`config.mk`:
```
export PLATFORM = sky130hd
export DESIGN_NAME = dim_ctrl
export DESIGN_NICKNAME = d
export VERILOG_FILES = /design/src/sv/dim_pkg.sv /design/src/sv/dim_ctrl.sv
export SDC_FILE = /design/constraint.sdc
export NUM_CORES = 1
export LEC_CHECK = 0
export BUFFER_PORTS_ARGS = -buffer_cell sky130_fd_sc_hd__buf_4
export CAP_MARGIN = 20
export CORE_MARGIN = 3
export CORE_UTILIZATION = 49
export CTS_BUF_LIST = sky130_fd_sc_hd__clkbuf_16
export DETAILED_ROUTE_END_ITERATION = 10
export PLACE_DENSITY = 0.74
export SLEW_MARGIN = 0
export SYNTH_ARGS = -nofsm -noshare
export SYNTH_HDL_FRONTEND = slang
export SYNTH_SLANG_ARGS = --single-unit
```
`constraint.sdc`:
```
create_clock -name clk -period 3.85 [get_ports clk]
set_clock_uncertainty 0.1 [all_clocks]
set_input_delay 0.1925 -clock clk [delete_from_list [all_inputs] [get_ports clk]]
set_output_delay 0.1925 -clock clk [all_outputs]
set_load 0.005 [all_outputs]
```
`src/sv/dim_pkg.sv`:
```
package dim_pkg;

    localparam int DEF_MAX_VERTICES = 1024;
    localparam int DEF_COST_BITS    = 16;
    localparam int CFG_ADDR_W       = 2;

    typedef enum logic [1:0] {
        CMD_RESTART = 2'd0,
        CMD_EXTRACT = 2'd1,
        CMD_RELAX   = 2'd2,
        CMD_READ    = 2'd3
    } cmd_t;

    typedef enum logic [1:0] {
        STS_OK    = 2'd0,
        STS_EMPTY = 2'd1,
        STS_RANGE = 2'd2
    } status_t;

    typedef enum logic [CFG_ADDR_W-1:0] {
        REG_NUM_VERTICES  = 2'd0,
        REG_ORIGIN        = 2'd1,
        REG_DESTINATION   = 2'd2,
        REG_MAX_EDGE_COST = 2'd3
    } reg_idx_t;

    // Controller states; the current state is also the command to the datapath.
    typedef enum logic [22:0] {
        ST_IDLE   = 23'h000001,
        ST_SWEEP  = 23'h000002,
        ST_RS_ORG = 23'h000004,
        ST_SU_A   = 23'h000008,
        ST_SU_B   = 23'h000010,
        ST_SU_C   = 23'h000020,
        ST_SU_END = 23'h000040,
        ST_EX_A   = 23'h000080,
        ST_EX_B   = 23'h000100,
        ST_EX_C   = 23'h000200,
        ST_EX_D   = 23'h000400,
        ST_SD_A   = 23'h000800,
        ST_SD_B   = 23'h001000,
        ST_SD_C   = 23'h002000,
        ST_SD_D   = 23'h004000,
        ST_SD_E   = 23'h008000,
        ST_SD_END = 23'h010000,
        ST_RX_A   = 23'h020000,
        ST_RX_B   = 23'h040000,
        ST_RX_C   = 23'h080000,
        ST_RD_A   = 23'h100000,
        ST_RD_B   = 23'h200000,
        ST_FIN    = 23'h400000
    } state_t;

    typedef struct packed {
        state_t op;
        logic   load;
        logic   emit;
    } ctrl_t;

    typedef struct packed {
        cmd_t new_cmd;
        cmd_t cmd;
        logic n_zero;
        logic sweep_last;
        logic origin_ok;
        logic s_zero;
        logic up_less;
        logic zero_count;
        logic no_child;
        logic has_sib;
        logic sd_stop;
        logic range_bad;
        logic relax_ok;
        logic out_free;
    } stat_t;

endpackage

```
`src/sv/dim_ctrl.sv`:
```
module dim_ctrl (
    input  logic            clk,
    input  logic            rst_n,
    input  logic            s_tvalid,
    output logic            s_tready,
    input  dim_pkg::stat_t  st,
    output dim_pkg::ctrl_t  ctrl
);

    dim_pkg::state_t state_reg;
    dim_pkg::state_t state_next;

    always_ff @(posedge clk or negedge rst_n)
    begin
        if (!rst_n)
        begin
            state_reg <= dim_pkg::ST_IDLE;
        end
        else
        begin
            state_reg <= state_next;
        end
    end

    always_comb
    begin
        state_next = state_reg;
        unique case (state_reg)
            dim_pkg::ST_IDLE:
            begin
                if (s_tvalid)
                begin
                    case (st.new_cmd)
                        dim_pkg::CMD_RESTART:
                            state_next = st.n_zero ? dim_pkg::ST_RS_ORG : dim_pkg::ST_SWEEP;
                        dim_pkg::CMD_EXTRACT:
                            state_next = dim_pkg::ST_EX_A;
                        default:
                            state_next = dim_pkg::ST_RX_A;
                    endcase
                end
            end
            dim_pkg::ST_SWEEP:
                state_next = st.sweep_last ? dim_pkg::ST_RS_ORG : dim_pkg::ST_SWEEP;
            dim_pkg::ST_RS_ORG:
                state_next = st.origin_ok ? dim_pkg::ST_SU_A : dim_pkg::ST_FIN;
            dim_pkg::ST_SU_A:
                state_next = st.s_zero ? dim_pkg::ST_SU_END : dim_pkg::ST_SU_B;
            dim_pkg::ST_SU_B:
                state_next = dim_pkg::ST_SU_C;
            dim_pkg::ST_SU_C:
                state_next = st.up_less ? dim_pkg::ST_SU_A : dim_pkg::ST_SU_END;
            dim_pkg::ST_SU_END:
                state_next = dim_pkg::ST_FIN;
            dim_pkg::ST_EX_A:
                state_next = st.zero_count ? dim_pkg::ST_FIN : dim_pkg::ST_EX_B;
            dim_pkg::ST_EX_B:
                state_next = dim_pkg::ST_EX_C;
            dim_pkg::ST_EX_C:
                state_next = dim_pkg::ST_EX_D;
            dim_pkg::ST_EX_D:
                state_next = dim_pkg::ST_SD_A;
            dim_pkg::ST_SD_A:
                state_next = st.no_child ? dim_pkg::ST_SD_END : dim_pkg::ST_SD_B;
            dim_pkg::ST_SD_B:
                state_next = dim_pkg::ST_SD_C;
            dim_pkg::ST_SD_C:
                state_next = st.has_sib ? dim_pkg::ST_SD_D : dim_pkg::ST_SD_E;
            dim_pkg::ST_SD_D:
                state_next = dim_pkg::ST_SD_E;
            dim_pkg::ST_SD_E:
                state_next = st.sd_stop ? dim_pkg::ST_SD_END : dim_pkg::ST_SD_A;
            dim_pkg::ST_SD_END:
                state_next = dim_pkg::ST_RD_A;
            dim_pkg::ST_RX_A:
            begin
                if (st.range_bad)
                begin
                    state_next = dim_pkg::ST_FIN;
                end
                else if (st.cmd == dim_pkg::CMD_READ)
                begin
                    state_next = dim_pkg::ST_RD_A;
                end
                else
                begin
                    state_next = dim_pkg::ST_RX_B;
                end
            end
            dim_pkg::ST_RX_B:
                state_next = dim_pkg::ST_RX_C;
            dim_pkg::ST_RX_C:
                state_next = st.relax_ok ? dim_pkg::ST_SU_A : dim_pkg::ST_RD_A;
            dim_pkg::ST_RD_A:
                state_next = dim_pkg::ST_RD_B;
            dim_pkg::ST_RD_B:
                state_next = dim_pkg::ST_FIN;
            dim_pkg::ST_FIN:
                state_next = st.out_free ? dim_pkg::ST_IDLE : dim_pkg::ST_FIN;
            default:
                state_next = dim_pkg::ST_IDLE;
        endcase
    end

    assign s_tready  = (state_reg == dim_pkg::ST_IDLE);
    assign ctrl.op   = state_reg;
    assign ctrl.load = (state_reg == dim_pkg::ST_IDLE) && s_tvalid;
    assign ctrl.emit = (state_reg == dim_pkg::ST_FIN) && st.out_free;

endmodule

```
; ---- Yosys cells after proc, flatten, opt, wreduce, memory -nomap -nowiden
; Cells that the tools add are included.
[totals]
reg_bits = 23
inputBits = 19
output_inout_bits = 26
elab_cells = 47
[classes]
eq_ne = 26
mux = 16
reduce_logical = 4
[op_table]
columns = operator, count
row1 = $pmux 23 s22, 1
row2 = $mux 23, 5
row3 = $mux 21, 2
row4 = $pmux 18 s2, 1
row5 = $mux 17, 2
row6 = $eq 23x1->1 const B, 1
row7 = $eq 23x10->1 const B, 1
row8 = $eq 23x11->1 const B, 1
row9 = $eq 23x12->1 const B, 1
row10 = $eq 23x13->1 const B, 1
row11 = $eq 23x14->1 const B, 1
row12 = $eq 23x15->1 const B, 1
row13 = $eq 23x16->1 const B, 1
row14 = $eq 23x17->1 const B, 1
row15 = $eq 23x18->1 const B, 1
row16 = $eq 23x19->1 const B, 1
row17 = $eq 23x2->1 const B, 1
row18 = $eq 23x20->1 const B, 1
row19 = $eq 23x21->1 const B, 1
row20 = $eq 23x22->1 const B, 1
row21 = $eq 23x23->1 const B, 1
row22 = $eq 23x3->1 const B, 1
row23 = $eq 23x4->1 const B, 1
row24 = $eq 23x5->1 const B, 1
row25 = other kinds (13), 16

; ---- Longest topological paths before layout
[depth]
word_depth = 4
depth_mapped = 6

; ---- Worst setup path after synthesis
; No wires, ideal clock.
[synth_timing]
path_kind = reg-to-reg
from = register state_reg[4]
to = register state_reg[0]
arrival_ps = 1831
path_slack_ps = 1835
path_stages_with_launch = 5
n_path_buf = 0
synth_period_minus_slack_ps = 2015
cell_sequence = dfrtp_1 -> or4b_2 -> o32ai_2 -> o21ba_2 -> a311o_1
[synth_between]
elab_chain_cells = 3
word_cells_on_any_way = 26
classes_between = eq/ne: 24 / mux: 1 / reduce/logical: 1
[synth_lines]
columns = item, line
row1 = "start, declared", dim_ctrl.sv:10  ; dim_pkg::state_t state_reg;
row2 = "start signal, assigned", dim_ctrl.sv:17  ; state_reg <= dim_pkg::ST_IDLE;
row3 = "start signal, assigned", dim_ctrl.sv:21  ; state_reg <= state_next;
row4 = $eq 23x22->1 / $eq 23x7->1 (equally long branches), dim_ctrl.sv:28  ; unique case (state_reg)
row5 = $reduce_or 2->1 (no line), n/a
row6 = $pmux 23 s22, dim_ctrl.sv:28
; Several ways; a longest one is shown, not always the timed one.
; A chain may end at the register's enable or synchronous reset.

==> metrics <==
status complete, no violations; RePlAce Congestion 0.924; warnings from Yosys 0; number of synthesized flops with an enable pin 0; first-pass GRT wire length 6450 µm; Clock Sink Count 23; synthesized flop and latch total 23; worst reg2reg path startpoint state_reg[4]$_DFFE_PN0P_; most common flop cell mapped by yosys dfrtp_1; flop-to-flop setup slack 1.51 ns; # resized after CTS 0; Die Ht 61.0 µm; Routed WL 4080 µm; IO Pins 45; Final Util 68.6%; vias in the first global route 1,393; Period minus WS final 2.39 ns; Critical Path Sink ctrl[1]; cts bufs inserted 3; Root Driver clkbuf_16; number of slew-limit violations in the final report 0; Synth area leader dfrtp_1; die width 61.0 µm; clock transition at the registers of the reported paths 0.06 ns; worst-skew pair later-pin latency 0.25 ns; top-count cell post-synth dfrtp_1; TritonCTS clock tree done; Req. time, crit path 3.56 ns; top cells by area, synth dfrtp_1 (37%), nor4_4 (4.3%), nand4_1 (4.2%); Final Cycle Share 62.1%; Data arrival, critical path 2.10 ns; design area 0.00194 mm²; Placed Area 0.00184 mm²; die area 0.00372 mm²; area of the multi-input gates 870 µm²; number of flip-flops in the largest register 23; Netlist cell types 48; initial DRC count 140; Detail Route Antenna Nets 0; Slew headroom 64.7%; Power Dens Cells 453 mW/mm²; PortBufs 44; fraction of registers with async set/reset 100%; sequential fraction of the synthesis area 38.9%; top post-synthesis cells by count dfrtp_1 (22), nor2_1 (16), nor3_1 (11); crit start category register; area grow syn2layout 30.9%; area share of the leading cell type in the synthesized netlist 37.1%; layout cells sized above 1 31.0%; syn nets 175; Hold Path Class input port to register; total grt overflow 0; DRC violations left 0; Max Clk Rate 418 MHz; R2R depth 5; Antenna diodes 0; fin cells 234; Setup CP Type register to primary output; Synth Instances 156; DR vias/cell 6.41; Placed Cells 228; Post-Syn Area per Cell 9.51 µm²; Slew @ Worst Pin 0.525 ns; DP HPWL 3100 µm; all-layer global routing usage 23.4%; initial antenna violation count 0; leakage 0.000916 µW; Final Hold Vio Count 0; H-tree levels 1; CP Max Fanout 7; hold slack 0.00180 ns; Clock Path Buffers 2; core area 0.00283 mm²; CP Launch Point state_reg[17]$_DFFE_PN0P_; setup TNS 0 ns; Fill cells 241; largest net degree at the start of global routing 24; Setup violations, final 0; TritonRoute pass-1 iters 4; Critical Path End Type primary output; FP Rows 19; post-DR wirelength/cell 17.4 µm; initial core utilization 52.5%; VDD IR-drop max 0.360 mV; mapped cell area 0.00148 mm²; MaxCap Viol Count 0; routed vias 1,501; Register Area 577 µm²; final layout net count 223; unrepaired setup endpoints after global routing no; Reg-to-Reg End state_reg[0]$_DFFE_PN1P_
repair_timing:
action | CTS | global route
hold endpoints to repair | 23 | 0
hold buffers | 2 | 0
buffers inserted | 0 | 0
cell type report:
cell class                 count  share of cell area (%)
timing repair buffer          46                    18.0
sequential                    23                    29.7
clock inverter                 1                   0.258
multi-input combinational    123                    44.8
inverter                       7                    1.35
clock buffer                   3                    3.87
tap                           31                    2.00
cell usage in the layout (no fill, tap or decap), types with 2 or more instances in the layout:
cell and n:
buf_4 44, dfrtp_1 22, nor2_1 16, nor3_1 11, nand4_1 10, o21ai_0 8
inv_1 7, nand2_1 7, nor4_1 7, nand3b_1 5, xor2_1 5, nor4b_1 4
nor2b_1 4, o211ai_1 4, nor4_4 3, nand3_1 3, clkbuf_16 3, and2_1 2
and4b_1 2, a21oi_1 2, nand4b_1 2, and3b_1 2, dlygate4sd3_1 2
stage by stage:
step	total power (µW)	setup WS, ns
after CTS	879	1.46
after detailed placement	649	1.56
final	880	1.46
after global placement	646	1.55
after global routing	937	1.29
after floorplan	523	1.83
kinds of logic (layout without fill, tap and decap cells):
group | Yosys count | after routing | synth area share, %
compound gates | 25 | 25 | 12.9
xor+xnor | 6 | 6 | 3.54
buf+inv | 10 | 57 | 2.53
flops | 23 | 23 | 38.9
mux | 1 | 1 | 0.675
simple gates | 91 | 91 | 41.5
how the worst min path moves through the flow:
| stage | from | endpoint | slack (ns) | depth (start not counted) |
|---|---|---|---|---|
| final | st[8] | state_reg[4]$_DFFE_PN0P_ | 0.002 | 2 |
| after global routing | st[8] | state_reg[4]$_DFFE_PN0P_ | 0.006 | 2 |
| after CTS | st[8] | state_reg[4]$_DFFE_PN0P_ | 0.001 | 2 |
| after detailed placement | rst_n | state_reg[6]$_DFFE_PN0P_ | 0.006 | 1 |
| after global placement | rst_n | state_reg[5]$_DFFE_PN0P_ | 0.002 | 1 |
| after floorplan | rst_n | state_reg[10]$_DFFE_PN0P_ | -0.20 | 0 |
routing by layer:
layer	global-route usage, %	wire length [µm]
met1	31.5	1710
met2	37.2	1920
met3	6.08	386
met4	6.81	69
met5	0	0
power breakdown:
group | total [µW] | internal, µW | switching (µW) | leakage (µW)
clock network | 224 | 140 | 84.1 | 0.0000409
registers | 302 | 262 | 39.1 | 0.000317
logic | 355 | 152 | 203 | 0.000558
worst max-delay path, cell delays in order (launching register included):
cell	delay [ns]
dfrtp_1	0.46
nor4_4	0.51
nand4b_2	0.28
nor2_1	0.29
and2_1	0.18
buf_4	0.11
(Power assumes the default switching activity.)
